--- config.mk ---
export PLATFORM = sky130hd
export DESIGN_NAME = servo_slew_rate_limiter_core
export DESIGN_NICKNAME = d
export VERILOG_FILES = /design/src/sv/svsrl_pkg.sv /design/src/sv/servo_slew_rate_limiter_core.sv /design/src/sv/svsrl_map.sv /design/src/sv/svsrl_ramp.sv /design/src/sv/svsrl_duty.sv
export SDC_FILE = /design/constraint.sdc
export NUM_CORES = 2
export LEC_CHECK = 0
export BUFFER_PORTS_ARGS = -buffer_cell sky130_fd_sc_hd__buf_2
export CAP_MARGIN = 25
export CORE_MARGIN = 2
export CORE_UTILIZATION = 32
export DETAILED_ROUTE_END_ITERATION = 8
export PLACE_DENSITY = 0.52
export SETUP_SLACK_MARGIN = 0.5
export SLEW_MARGIN = 40
export SYNTH_ARGS = -nofsm -noshare
export SYNTH_HDL_FRONTEND = slang
export SYNTH_HIERARCHICAL = 1
export SYNTH_SLANG_ARGS = --single-unit
--- constraint.sdc ---
create_clock -name clock -period 12.8 [get_ports clock]
set_input_delay 1.28 -clock clock [delete_from_list [all_inputs] [get_ports clock]]
set_output_delay 1.28 -clock clock [all_outputs]
set_load 0.02 [all_outputs]
--- src/sv/svsrl_pkg.sv ---
// Shared types and constants for the servo slew-rate limiter.
package svsrl_pkg;

   // Field widths
   localparam int WIDTH_W   = 12;
   localparam int DELAY_W   = 16;
   localparam int TIME_W    = 32;
   localparam int PCT_W     = 7;
   localparam int DUTY_W    = 14;
   localparam int REQ_TDATA_W = 48;
   localparam int RSP_TDATA_W = 32;

   // Reset values of the registers
   localparam logic [WIDTH_W-1:0] OPEN_RESET  = 12'd1020;
   localparam logic [WIDTH_W-1:0] CLOSE_RESET = 12'd1920;
   localparam logic [WIDTH_W-1:0] STEP_RESET  = 12'd45;
   localparam logic [DELAY_W-1:0] DELAY_RESET = 16'd15;

   // Percent clamp limit
   localparam logic [PCT_W-1:0] PCT_MAX = 7'd100;

   // Reciprocal of 100, scaled by 2^26 and rounded up (exact for products below 2^19)
   localparam logic [19:0] RECIP_100   = 20'd671089;
   localparam int          RECIP_100_SH = 26;

   // Reciprocal of 20000, scaled by 2^42 and rounded up (exact for values below 2^28)
   localparam logic [27:0] RECIP_PERIOD    = 28'd219902326;
   localparam int          RECIP_PERIOD_SH = 42;

   // Bit positions of the result flags in rsp_tdata
   localparam int RSP_WRITTEN_BIT = 26;
   localparam int RSP_DONE_BIT    = 27;

   // Request function codes
   localparam logic FUNC_SET    = 1'b0;
   localparam logic FUNC_UPDATE = 1'b1;

   // Register indexes of the write port
   typedef enum logic [1:0] {
      CSR_OPEN_WIDTH  = 2'd0,
      CSR_CLOSE_WIDTH = 2'd1,
      CSR_STEP        = 2'd2,
      CSR_STEP_DELAY  = 2'd3
   } csr_index_type;

   typedef struct packed {
      logic [WIDTH_W-1:0] open_width_us;
      logic [WIDTH_W-1:0] close_width_us;
      logic [WIDTH_W-1:0] step_us;
      logic [DELAY_W-1:0] step_delay_ms;
   } cfg_type;

   // Register load strobes of the five pipeline stages
   typedef struct packed {
      logic s1_load;
      logic s2_load;
      logic s3_load;
      logic s4_load;
      logic s5_load;
      logic commit;
   } pipe_ctrl_type;

   // Fields that ride along the mapping stages
   typedef struct packed {
      logic              func;
      logic              arm_idle;
      logic [TIME_W-1:0] now_ms;
   } tag_type;

   // Item as it reaches the ramp stage
   typedef struct packed {
      tag_type            tag;
      logic [WIDTH_W-1:0] width_us;
   } map_item_type;

   typedef struct packed {
      logic               done_res;
      logic               duty_written;
      logic [WIDTH_W-1:0] width_us;
   } ramp_item_type;

   // Packed so that its lowest bits match the rsp_tdata layout
   typedef struct packed {
      logic               done_res;
      logic               duty_written;
      logic [DUTY_W-1:0]  duty;
      logic [WIDTH_W-1:0] width_us;
   } result_type;

endpackage

--- src/sv/servo_slew_rate_limiter_core.sv ---
// Servo slew-rate limiter top level: ports, register file and pipeline control.
//
// Requests enter on req_*: req_tuser is the function (0 = set percent,
// 1 = update), req_tdata carries percent, arm-idle flag and millisecond time.
// A set item stores a new pending width; an update adopts it when the arm is
// idle and moves the pulse width one step toward it when the step delay has
// passed. Each request yields exactly one result on rsp_* with the width,
// the duty value and the moved / arrived flags.
// The datapath is a five-register pipeline (input, product, quotient, ramp
// state, duty). A result shows on rsp_tvalid once its item reaches the duty
// register; one request per cycle is accepted while rsp_tready stays high. The
// ramp state is updated in the stage-3 to stage-4 step, so back-to-back
// requests see each other's effects in order.
// Each stage holds its item while the next is full and held, so a stalled
// rsp_tready backs the pipeline up one stage at a time; req_tready drops only
// once all five stages hold items. Registers are written on csr_we with no wait
// and should change only while the pipeline is empty.
// Synchronous reset empties the pipeline and restores the register and ramp
// defaults (open 1020, close 1920, step 45, delay 15, width 1020).
module servo_slew_rate_limiter_core (
   input  logic        clock,
   input  logic        reset,
   input  logic        req_tvalid,
   output logic        req_tready,
   input  logic [47:0] req_tdata,   // percent[7:0], arm_idle[8], now_ms[40:9], zero fill
   input  logic        req_tuser,   // func[0]
   output logic        rsp_tvalid,
   input  logic        rsp_tready,
   output logic [31:0] rsp_tdata,   // width_us[11:0], duty[25:12], duty_written[26],
                                    // done_res[27], zero fill
   input  logic        csr_we,
   input  logic [1:0]  csr_index,
   input  logic [15:0] csr_wdata
);
   import svsrl_pkg::*;

   cfg_type       cfg_ff;
   pipe_ctrl_type ctrl;
   map_item_type  item;
   ramp_item_type ramp;
   result_type    result;

   logic v1_ff, v2_ff, v3_ff, v4_ff, v5_ff;
   logic v1_in, v2_in, v3_in, v4_in, v5_in;
   logic adv1, adv2, adv3, adv4, adv5;

   // Register writes
   always_ff @(posedge clock) begin
      if (reset) begin
         cfg_ff <= '{open_width_us: OPEN_RESET, close_width_us: CLOSE_RESET,
                     step_us: STEP_RESET, step_delay_ms: DELAY_RESET};
      end else if (csr_we) begin
         case (csr_index_type'(csr_index))
            CSR_OPEN_WIDTH:  cfg_ff.open_width_us  <= csr_wdata[WIDTH_W-1:0];
            CSR_CLOSE_WIDTH: cfg_ff.close_width_us <= csr_wdata[WIDTH_W-1:0];
            CSR_STEP:        cfg_ff.step_us        <= csr_wdata[WIDTH_W-1:0];
            CSR_STEP_DELAY:  cfg_ff.step_delay_ms  <= csr_wdata[DELAY_W-1:0];
            default:         cfg_ff <= cfg_ff;
         endcase
      end
   end

   // A stage advances when it is empty or its item moves on
   assign adv5 = !v5_ff || rsp_tready;
   assign adv4 = !v4_ff || adv5;
   assign adv3 = !v3_ff || adv4;
   assign adv2 = !v2_ff || adv3;
   assign adv1 = !v1_ff || adv2;

   assign v1_in = adv1 ? req_tvalid : v1_ff;
   assign v2_in = adv2 ? v1_ff : v2_ff;
   assign v3_in = adv3 ? v2_ff : v3_ff;
   assign v4_in = adv4 ? v3_ff : v4_ff;
   assign v5_in = adv5 ? v4_ff : v5_ff;

   always_ff @(posedge clock) begin
      if (reset) begin
         v1_ff <= 1'b0;
         v2_ff <= 1'b0;
         v3_ff <= 1'b0;
         v4_ff <= 1'b0;
         v5_ff <= 1'b0;
      end else begin
         v1_ff <= v1_in;
         v2_ff <= v2_in;
         v3_ff <= v3_in;
         v4_ff <= v4_in;
         v5_ff <= v5_in;
      end
   end

   assign ctrl = '{s1_load: adv1, s2_load: adv2, s3_load: adv3, s4_load: adv4,
                   s5_load: adv5, commit: adv4 && v3_ff};

   svsrl_map u_map (
      .clock        (clock),
      .ctrl         (ctrl),
      .cfg          (cfg_ff),
      .req_func     (req_tuser),
      .req_percent  ($signed(req_tdata[7:0])),
      .req_arm_idle (req_tdata[8]),
      .req_now_ms   (req_tdata[40:9]),
      .item         (item)
   );

   svsrl_ramp u_ramp (
      .clock (clock),
      .reset (reset),
      .ctrl  (ctrl),
      .cfg   (cfg_ff),
      .item  (item),
      .ramp  (ramp)
   );

   svsrl_duty u_duty (
      .clock  (clock),
      .ctrl   (ctrl),
      .ramp   (ramp),
      .result (result)
   );

   assign req_tready = adv1;
   assign rsp_tvalid = v5_ff;
   assign rsp_tdata  = {4'd0, result};

endmodule

--- src/sv/svsrl_map.sv ---
// Percent-to-width mapping: clamp, scale by the span, divide by 100.
module svsrl_map (
   input  logic                       clock,
   input  svsrl_pkg::pipe_ctrl_type   ctrl,
   input  svsrl_pkg::cfg_type         cfg,
   input  logic                       req_func,
   input  logic signed [7:0]          req_percent,
   input  logic                       req_arm_idle,
   input  logic [31:0]                req_now_ms,
   output svsrl_pkg::map_item_type    item
);
   import svsrl_pkg::*;

   logic [PCT_W-1:0]        s1_pct_in;
   logic [PCT_W-1:0]        s1_pct_ff;
   tag_type                 s1_tag_ff;
   logic signed [12:0]      span;
   logic signed [20:0]      prod_full;
   logic signed [19:0]      s2_prod_ff;
   tag_type                 s2_tag_ff;
   logic [18:0]             mag;
   logic [38:0]             quot_full;
   logic [WIDTH_W-1:0]      s3_quot_ff;
   logic                    s3_neg_ff;
   tag_type                 s3_tag_ff;

   // Clamp the percent to 0..100 on entry
   always_comb begin
      if (req_percent < 8'sd0) begin
         s1_pct_in = '0;
      end else if (req_percent > 8'sd100) begin
         s1_pct_in = PCT_MAX;
      end else begin
         s1_pct_in = req_percent[PCT_W-1:0];
      end
   end

   // Stage 1: input register
   always_ff @(posedge clock) begin
      if (ctrl.s1_load) begin
         s1_pct_ff <= s1_pct_in;
         s1_tag_ff <= '{func: req_func, arm_idle: req_arm_idle, now_ms: req_now_ms};
      end
   end

   // Stage 2: signed product of percent and span
   assign span      = $signed({1'b0, cfg.close_width_us}) - $signed({1'b0, cfg.open_width_us});
   assign prod_full = $signed({1'b0, s1_pct_ff}) * span;

   always_ff @(posedge clock) begin
      if (ctrl.s2_load) begin
         s2_prod_ff <= prod_full[19:0];
         s2_tag_ff  <= s1_tag_ff;
      end
   end

   // Stage 3: divide the magnitude by 100 through the reciprocal, keep the sign
   assign mag       = s2_prod_ff[19] ? 19'(-s2_prod_ff) : s2_prod_ff[18:0];
   assign quot_full = mag * RECIP_100;

   always_ff @(posedge clock) begin
      if (ctrl.s3_load) begin
         s3_quot_ff <= quot_full[RECIP_100_SH+WIDTH_W-1:RECIP_100_SH];
         s3_neg_ff  <= s2_prod_ff[19];
         s3_tag_ff  <= s2_tag_ff;
      end
   end

   // Offset from the open width; truncation toward zero falls out of sign-magnitude
   assign item.tag      = s3_tag_ff;
   assign item.width_us = s3_neg_ff ? (cfg.open_width_us - s3_quot_ff)
                                    : (cfg.open_width_us + s3_quot_ff);

endmodule

--- src/sv/svsrl_ramp.sv ---
// Ramp state: pending and adopted target, current width, move timing.
module svsrl_ramp (
   input  logic                       clock,
   input  logic                       reset,
   input  svsrl_pkg::pipe_ctrl_type   ctrl,
   input  svsrl_pkg::cfg_type         cfg,
   input  svsrl_pkg::map_item_type    item,
   output svsrl_pkg::ramp_item_type   ramp
);
   import svsrl_pkg::*;

   logic [WIDTH_W-1:0] current_ff, current_in;
   logic [WIDTH_W-1:0] target_ff, target_in;
   logic [WIDTH_W-1:0] pending_ff, pending_in;
   logic               waiting_ff, waiting_in;
   logic               arrival_ff, arrival_in;
   logic [TIME_W-1:0]  last_move_ff, last_move_in;
   ramp_item_type      s4_ff, s4_in;

   logic [TIME_W-1:0]  elapsed;
   logic               due;
   logic               up;
   logic [WIDTH_W-1:0] gap;

   assign elapsed = item.tag.now_ms - last_move_ff;
   assign due     = elapsed >= {{(TIME_W-DELAY_W){1'b0}}, cfg.step_delay_ms};

   // Work out the next state and the result flags for the item in stage 3
   always_comb begin
      current_in   = current_ff;
      target_in    = target_ff;
      pending_in   = pending_ff;
      waiting_in   = waiting_ff;
      arrival_in   = arrival_ff;
      last_move_in = last_move_ff;
      up           = 1'b0;
      gap          = '0;
      s4_in        = '{done_res: 1'b0, duty_written: 1'b0, width_us: current_ff};
      if (item.tag.func == FUNC_SET) begin
         pending_in = item.width_us;
         waiting_in = 1'b1;
      end else begin
         // Adopt the pending target once the arm is idle
         if (waiting_ff && item.tag.arm_idle) begin
            target_in  = pending_ff;
            waiting_in = 1'b0;
            arrival_in = 1'b1;
         end
         if (current_ff != target_in) begin
            // Step toward the target, or snap when within one step
            up  = target_in > current_ff;
            gap = up ? (target_in - current_ff) : (current_ff - target_in);
            if (due) begin
               if (gap > cfg.step_us) begin
                  current_in = up ? (current_ff + cfg.step_us) : (current_ff - cfg.step_us);
               end else begin
                  current_in = target_in;
               end
               last_move_in       = item.tag.now_ms;
               s4_in.duty_written = 1'b1;
            end
         end else if (arrival_in) begin
            arrival_in     = 1'b0;
            s4_in.done_res = 1'b1;
         end
         s4_in.width_us = current_in;
      end
   end

   // Commit state as the item leaves stage 3
   always_ff @(posedge clock) begin
      if (reset) begin
         current_ff   <= OPEN_RESET;
         target_ff    <= OPEN_RESET;
         pending_ff   <= OPEN_RESET;
         waiting_ff   <= 1'b0;
         arrival_ff   <= 1'b0;
         last_move_ff <= '0;
      end else if (ctrl.commit) begin
         current_ff   <= current_in;
         target_ff    <= target_in;
         pending_ff   <= pending_in;
         waiting_ff   <= waiting_in;
         arrival_ff   <= arrival_in;
         last_move_ff <= last_move_in;
      end
   end

   // Stage 4 register
   always_ff @(posedge clock) begin
      if (ctrl.s4_load) begin
         s4_ff <= s4_in;
      end
   end

   assign ramp = s4_ff;

endmodule

--- src/sv/svsrl_duty.sv ---
// Duty conversion and result register: width * 65535 / 20000.
module svsrl_duty (
   input  logic                       clock,
   input  svsrl_pkg::pipe_ctrl_type   ctrl,
   input  svsrl_pkg::ramp_item_type   ramp,
   output svsrl_pkg::result_type      result
);
   import svsrl_pkg::*;

   logic [27:0] scaled;
   logic [55:0] duty_full;
   result_type  s5_ff, s5_in;

   // Multiply by 65535 as a shift and subtract, then by the reciprocal of the period
   assign scaled    = {ramp.width_us, 16'd0} - {16'd0, ramp.width_us};
   assign duty_full = scaled * RECIP_PERIOD;

   assign s5_in = '{done_res:     ramp.done_res,
                    duty_written: ramp.duty_written,
                    duty:         duty_full[RECIP_PERIOD_SH+DUTY_W-1:RECIP_PERIOD_SH],
                    width_us:     ramp.width_us};

   // Stage 5: result register
   always_ff @(posedge clock) begin
      if (ctrl.s5_load) begin
         s5_ff <= s5_in;
      end
   end

   assign result = s5_ff;

endmodule

### Word-level counts from Yosys, hierarchy flattened

Index checks and enable logic that the tools add are counted.

* flip-flop bits (word level): 311
* bits in latches: 0
* RAM bits: 0
* ROM bits: 0
* output and inout bits: 34
* word-level logic and storage cells: 102
* memories kept: 0

* add/sub/neg operators: 10
* multiply operators: 3
* div/mod/pow operators: 0
* magnitude comparators: 5
* eq/ne operators: 5
* shift-type cells: 0
* mux-type cells: 18
* bitwise gates (word level): 1
* reduce and logical (&&, ||, !) cells: 24

Operators with widths (count)
* two-way mux 12 bit: 9
* multiplier 28 x 27 -> 55 bit (second input constant): 1
* subtractor 12 bit: 4
* multiplier 19 x 20 -> 38 bit (second input constant): 1
* >= comparator 32 x 16 -> 1 bit: 1
* subtractor 32 bit: 1
* subtractor 28 x 12 -> 28 bit: 1
* adder 12 bit: 2
* > comparator 12 bit: 2
* multiplier 8 x 13 -> 20 bit: 1
* two-way mux 19 bit: 1
* negation 19 bit: 1
* AND reduction 2 bit: 8
* subtractor 12 x 12 -> 13 bit: 1
* != test 12 bit: 1
* > comparator 8 bit (second input constant): 1
* < comparator 8 x 1 -> 1 bit (second input constant): 1
* two-way mux 1 bit: 7
* two-way mux 7 bit: 1
* logical NOT 1 bit: 5
* logical OR 1 bit: 5
* == test 2 bit (second input constant): 2
* AND reduction 4 bit: 1
* OR reduction 2 bit: 2
* 5 further kinds: 6

### Logic depth before layout (Yosys ltp)

* depth in word-level cells: 10
* depth in mapped cells: 30
* mapped depth without buffers: 30

### Hierarchy

The synthesis kept the hierarchy.

By module, submodules not included
* svsrl_map: times used 1, cells an instance 1417, area an instance 15367.2 µm², seq. area each 4264.1 µm²
* svsrl_duty: times used 1, cells an instance 1562, area an instance 15006.9 µm², seq. area each 840.8 µm²
* svsrl_ramp: times used 1, cells an instance 1028, area an instance 7890.1 µm², seq. area each 1821.7 µm²
* servo_slew_rate_limiter_core: times used 1, cells an instance 233, area an instance 2357.3 µm², seq. area each 1141.1 µm²

### Worst setup path before layout

No wires, ideal clock.

* path kind: reg-to-reg
* start point: reg u_ramp.s4_ff, in the netlist u_ramp/ramp[8]
* end point: reg u_duty.s5_ff, in the netlist u_duty/result[23] (data pin)
* setup time: 279 ps
* data arrival time: 7826 ps
* setup slack: 4696 ps
* stages on the path, launching flop included: 26
* path through: edfxtp_1 > or4_4 > nor3_1 > nand2b_1 > inv_1 > nor3_1 > a21o_1 > ha_1 > inv_1 > fa_1 > fa_1 > inv_1 > fa_1 > fa_1 > fa_1 > inv_1 > fa_1 > inv_1 > ha_1 > nand4_1 > nor4_1 > nand4_1 > and3_1 > o211ai_1 > o21a_1 > o311ai_0

* longest elaborated chain between the ends: 2

Ends and longest elaborated chain
* from (decl): RTL line svsrl_ramp.sv:18 `ramp_item_type s4_ff, s4_in;`
* from (signal assigned): RTL line svsrl_ramp.sv:92 `s4_ff <= s4_in;`
* subtractor 28 x 12 -> 28 bit: RTL line svsrl_duty.sv:15 `assign scaled = {ramp.width_us, 16'd0} - {16'd0, ramp.width_us};`
* multiplier 28 x 27 -> 55 bit: RTL line svsrl_duty.sv:16 `assign duty_full = scaled * RECIP_PERIOD;`
* named net u_duty.duty_full[53]: RTL line svsrl_duty.sv:11 `logic [55:0] duty_full;`
* to (signal assigned): RTL line svsrl_duty.sv:26 `s5_ff <= s5_in;`
* to (decl): RTL line svsrl_duty.sv:12 `result_type s5_ff, s5_in;`

The timed path passes the listed nets, and every way through them passes these cells.
A chain may end at the register's enable or synchronous reset.

### Final worst setup path

Ends and elaborated chain as after synthesis.

==> out/metrics.csv <==
metric;value;unit
horizontal extent of the die;360;um
first-pass GRT wire length;172;mm
final net count;5486;
Highest Clock Rate;104;MHz
final core utilization;35.2;%
global routing usage on met1;21.7;%
count of H-tree levels built during CTS;2;
area of the placeable core;126000;sq um
relative slew slack;40.0;%
number of slew-limit violations in the final report;0;
slowest cell delay on critical path;0.80;ns
GPL Wtd Cong;0.944;
endpoint with the worst hold slack;u_map/item[20];
number of synthesized flops with an enable pin;184;
setup repair after global routing missed its margin;false;
# fillers;12900;
worst min path class;reg -> reg;
total number of placement rows;130;
launch point of the worst reg-to-reg path;u_ramp/ramp[8];
WP data required;13.10;ns
number of library cell types mapped by synthesis;96;
half-perimeter wire length of the detailed placement result;91.8;mm
status;finished clean;
die height;360;um
clock sinks;311;
GR Layer Usage met2;29.7;%
post-route minimum period;9.63;ns
total area of multi-input combinational cells;28200;sq um
setup ws final;3.17;ns
Startpoint Class;flop;
number of global-route vias before repair;30000;
share of cells above drive strength 1;5.62;%
Hold Path Cell Cnt;0;
number of antenna-violating nets in the routed design;0;
max-cap check violation count;0;
pre-CTS setup slack;3.19;ns
Critical-path top delay cell;sky130_fd_sc_hd__xnor2_1;
IO buf count;94;
clock root cell;sky130_fd_sc_hd__clkbuf_16;
number of violations reported at the end of detailed-routing iteration 0;1513;
synthesized instance count;4240;
total clock buffers created by CTS;38;
most common cell after layout, fill and taps aside;sky130_fd_sc_hd__inv_1;
kind of cell adding the most delay to the critical path;adder cells;
cell chain of the critical path;or4_4, nor3_1, nand2_1, xnor2_1, ha_1, inv_1, fa_1, fa_1, inv_1, fa_1, fa_1, fa_1, inv_1, fa_1, inv_1, ha_1, nand4_1, nor4_1, nand4_1, and3_1, o211ai_1, o21a_1, o311ai_0;
summed instance area of the synthesized netlist;40600;sq um
endpoint type of the worst setup path;flop;
reg-to-reg setup timing slack;3.17;ns
setup violators final;0;
number of hold violations in the final report;0;
Worst Tran Pin Value;0.894;ns
area added between synthesis and finish;9.05;%
Worst Hold Launch;u_map/s2_tag_ff[8];
post-synthesis async set-or-reset flop share;0;%
number of antenna violations at the first check in global routing;5;
number of hold buffers added after CTS;0;
io pins;106;
register clock-pin slew on the reported worst setup and hold paths;0.06;ns
later-pin clock latency in the skew report;0.58;ns
synthesized area divided by synthesized cell count;9.58;sq um
iteration count of the initial detailed-routing pass;5;
terminus of the critical flop-to-flop path;u_duty/result[23];
Sequential Area;8070;sq um
largest net degree at the start of global routing;70;
layer with the highest usage after global routing;met2;
Min Hold Slack;0.396;ns
Remaining DRCs;0;
final wirelength;108;mm
Critical Setup Path Class;reg -> reg;
accumulated negative setup slack;0;ns
CTS max path bufs;3;
depth of the most critical reg-to-reg path;23;
portion of the post-synthesis area used by sequential elements;19.9;%
Yosys warning count;6;
Post-CTS Setup Repair Bufs;0;
initial cell density of the core;32.3;%
grt met3 use;2.43;%
vias;28200;
final routed wire length divided by cell count;18.1;um
Max Clock Skew;0.0481;ns
CTS-repair resized insts;0;
highest-count cells in the layout ignoring fill and taps;1,076 x sky130_fd_sc_hd__inv_1, 584 x sky130_fd_sc_hd__ha_1, 514 x sky130_fd_sc_hd__fa_1, 198 x sky130_fd_sc_hd__a21oi_1, 184 x sky130_fd_sc_hd__edfxtp_1;
most used flip-flop cell after synthesis;sky130_fd_sc_hd__edfxtp_1;
Buf+Inv Stages, Crit Path;4;
routed via count divided by cell count;4.71;
die area;130000;sq um
final critical-path share of the clock period;75.3;%
highest fanout seen on the critical path;11;
WP data arrival;9.93;ns
CTS tree;built;
Most Frequent Cell on Critical Path;sky130_fd_sc_hd__fa_1;
flip-flop and latch count after synthesis;311;
residual overflow from global routing;0;
all-layer global routing usage;17.0;%
[cell families (layout without fill, tap and decap cells)]
kind of cell | count (synthesis) | count (layout) | share of synthesized area (%)
mux | 97 | 97 | 2.53
flops | 311 | 311 | 19.9
other cells | 1 | 5 | 0.00923
fa+ha+maj | 1098 | 1098 | 43.3
xor+xnor | 192 | 192 | 4.25
buf+inv | 1170 | 1272 | 11.0
simple gates | 771 | 771 | 9.75
compound gates | 600 | 600 | 9.33
[through the flow]
step / instance area, sq um / instances
after detailed placement: 43100 / 5925
after global routing: 44300 / 5996
after floorplan: 40600 / 4243
final: 44300 / 5996
after CTS: 44300 / 5994
after global placement: 43000 / 5924
[how the worst max path moves through the flow]
stage | from | end | slack [ns] | depth (start not counted)
floorplan | u_ramp/ramp[8] | u_duty/result[23] | 4.70 | 25
global placement | u_ramp/ramp[8] | u_duty/result[23] | 3.22 | 23
detailed placement | u_ramp/ramp[8] | u_duty/result[23] | 3.19 | 23
CTS | u_ramp/ramp[8] | u_duty/result[23] | 3.11 | 23
global route | u_ramp/ramp[8] | u_duty/result[23] | 2.63 | 23
finish | u_ramp/ramp[8] | u_duty/result[23] | 3.17 | 23
[area by class of cell]
cell class / count / share of cell area (%)
Inverter: 1079 / 9.14
Sequential cell: 311 / 18.2
Clock buffer: 50 / 2.34
Antenna cell: 1 / 0.00565
Clock inverter: 19 / 0.364
Tap cell: 1650 / 4.66
Multi-Input combinational cell: 2762 / 63.7
Timing Repair Buffer: 124 / 1.60
[sequential cells by signal (all words and copies together) (netlist names), 7 cells and up]
name and flops:
u_ramp/pending_ff 12, cfg_ff 52, u_map/s2_prod_ff 20, u_map/s2_tag_ff 34, u_map/s3_quot_ff 12, u_map/s1_pct_ff 7, u_map/s1_tag_ff 34, u_ramp/last_move_ff 32
u_map/item 34, u_ramp/target_ff 12, u_ramp/ramp 14, u_duty/result 28, u_ramp/current_ff 12
[metal layers]
metal / routed length (um) / up-vias
li1: - / 13800
met3: 4740 / 142
met1: 47100 / 13800
met2: 53000 / 521
met4: 3460 / 2
met5: 13 / -
[synth_stat cells (8+ instances only)]
cell type | instances | area share [%]
sky130_fd_sc_hd__ha_1 | 584 | 18
sky130_fd_sc_hd__fa_1 | 514 | 25
sky130_fd_sc_hd__nor4_1 | 18 | 0.28
sky130_fd_sc_hd__o21ai_0 | 128 | 1.6
sky130_fd_sc_hd__xnor2_1 | 143 | 3.1
sky130_fd_sc_hd__inv_1 | 1077 | 10
sky130_fd_sc_hd__nor2b_1 | 31 | 0.48
sky130_fd_sc_hd__or2_2 | 9 | 0.14
sky130_fd_sc_hd__a21boi_0 | 10 | 0.18
sky130_fd_sc_hd__dfxtp_1 | 127 | 6.3
sky130_fd_sc_hd__a211oi_1 | 25 | 0.46
sky130_fd_sc_hd__nor3_1 | 37 | 0.46
sky130_fd_sc_hd__a211o_1 | 9 | 0.19
sky130_fd_sc_hd__nand2b_1 | 72 | 1.1
sky130_fd_sc_hd__clkbuf_1 | 63 | 0.58
sky130_fd_sc_hd__edfxtp_1 | 184 | 14
sky130_fd_sc_hd__nor2_1 | 182 | 1.7
sky130_fd_sc_hd__buf_2 | 14 | 0.17
sky130_fd_sc_hd__o21bai_1 | 21 | 0.39
sky130_fd_sc_hd__mux2i_1 | 80 | 2.0
sky130_fd_sc_hd__o21a_1 | 21 | 0.39
sky130_fd_sc_hd__o31ai_1 | 8 | 0.15
sky130_fd_sc_hd__nand3_1 | 67 | 0.83
sky130_fd_sc_hd__a21oi_1 | 198 | 2.4
sky130_fd_sc_hd__and2_1 | 69 | 1.1
sky130_fd_sc_hd__nand2_1 | 176 | 1.6
sky130_fd_sc_hd__a21o_1 | 58 | 1.1
sky130_fd_sc_hd__nand4_1 | 40 | 0.62
sky130_fd_sc_hd__a31oi_1 | 22 | 0.34
sky130_fd_sc_hd__xor2_1 | 46 | 0.99
sky130_fd_sc_hd__o2111ai_1 | 9 | 0.19
sky130_fd_sc_hd__mux2_2 | 8 | 0.22
sky130_fd_sc_hd__and3_1 | 17 | 0.26
sky130_fd_sc_hd__o211ai_1 | 23 | 0.43
sky130_fd_sc_hd__mux2_4 | 9 | 0.33
Power is not shown: default switching activity piles up to over one toggle a cycle in this logic, so the estimate is an artifact.
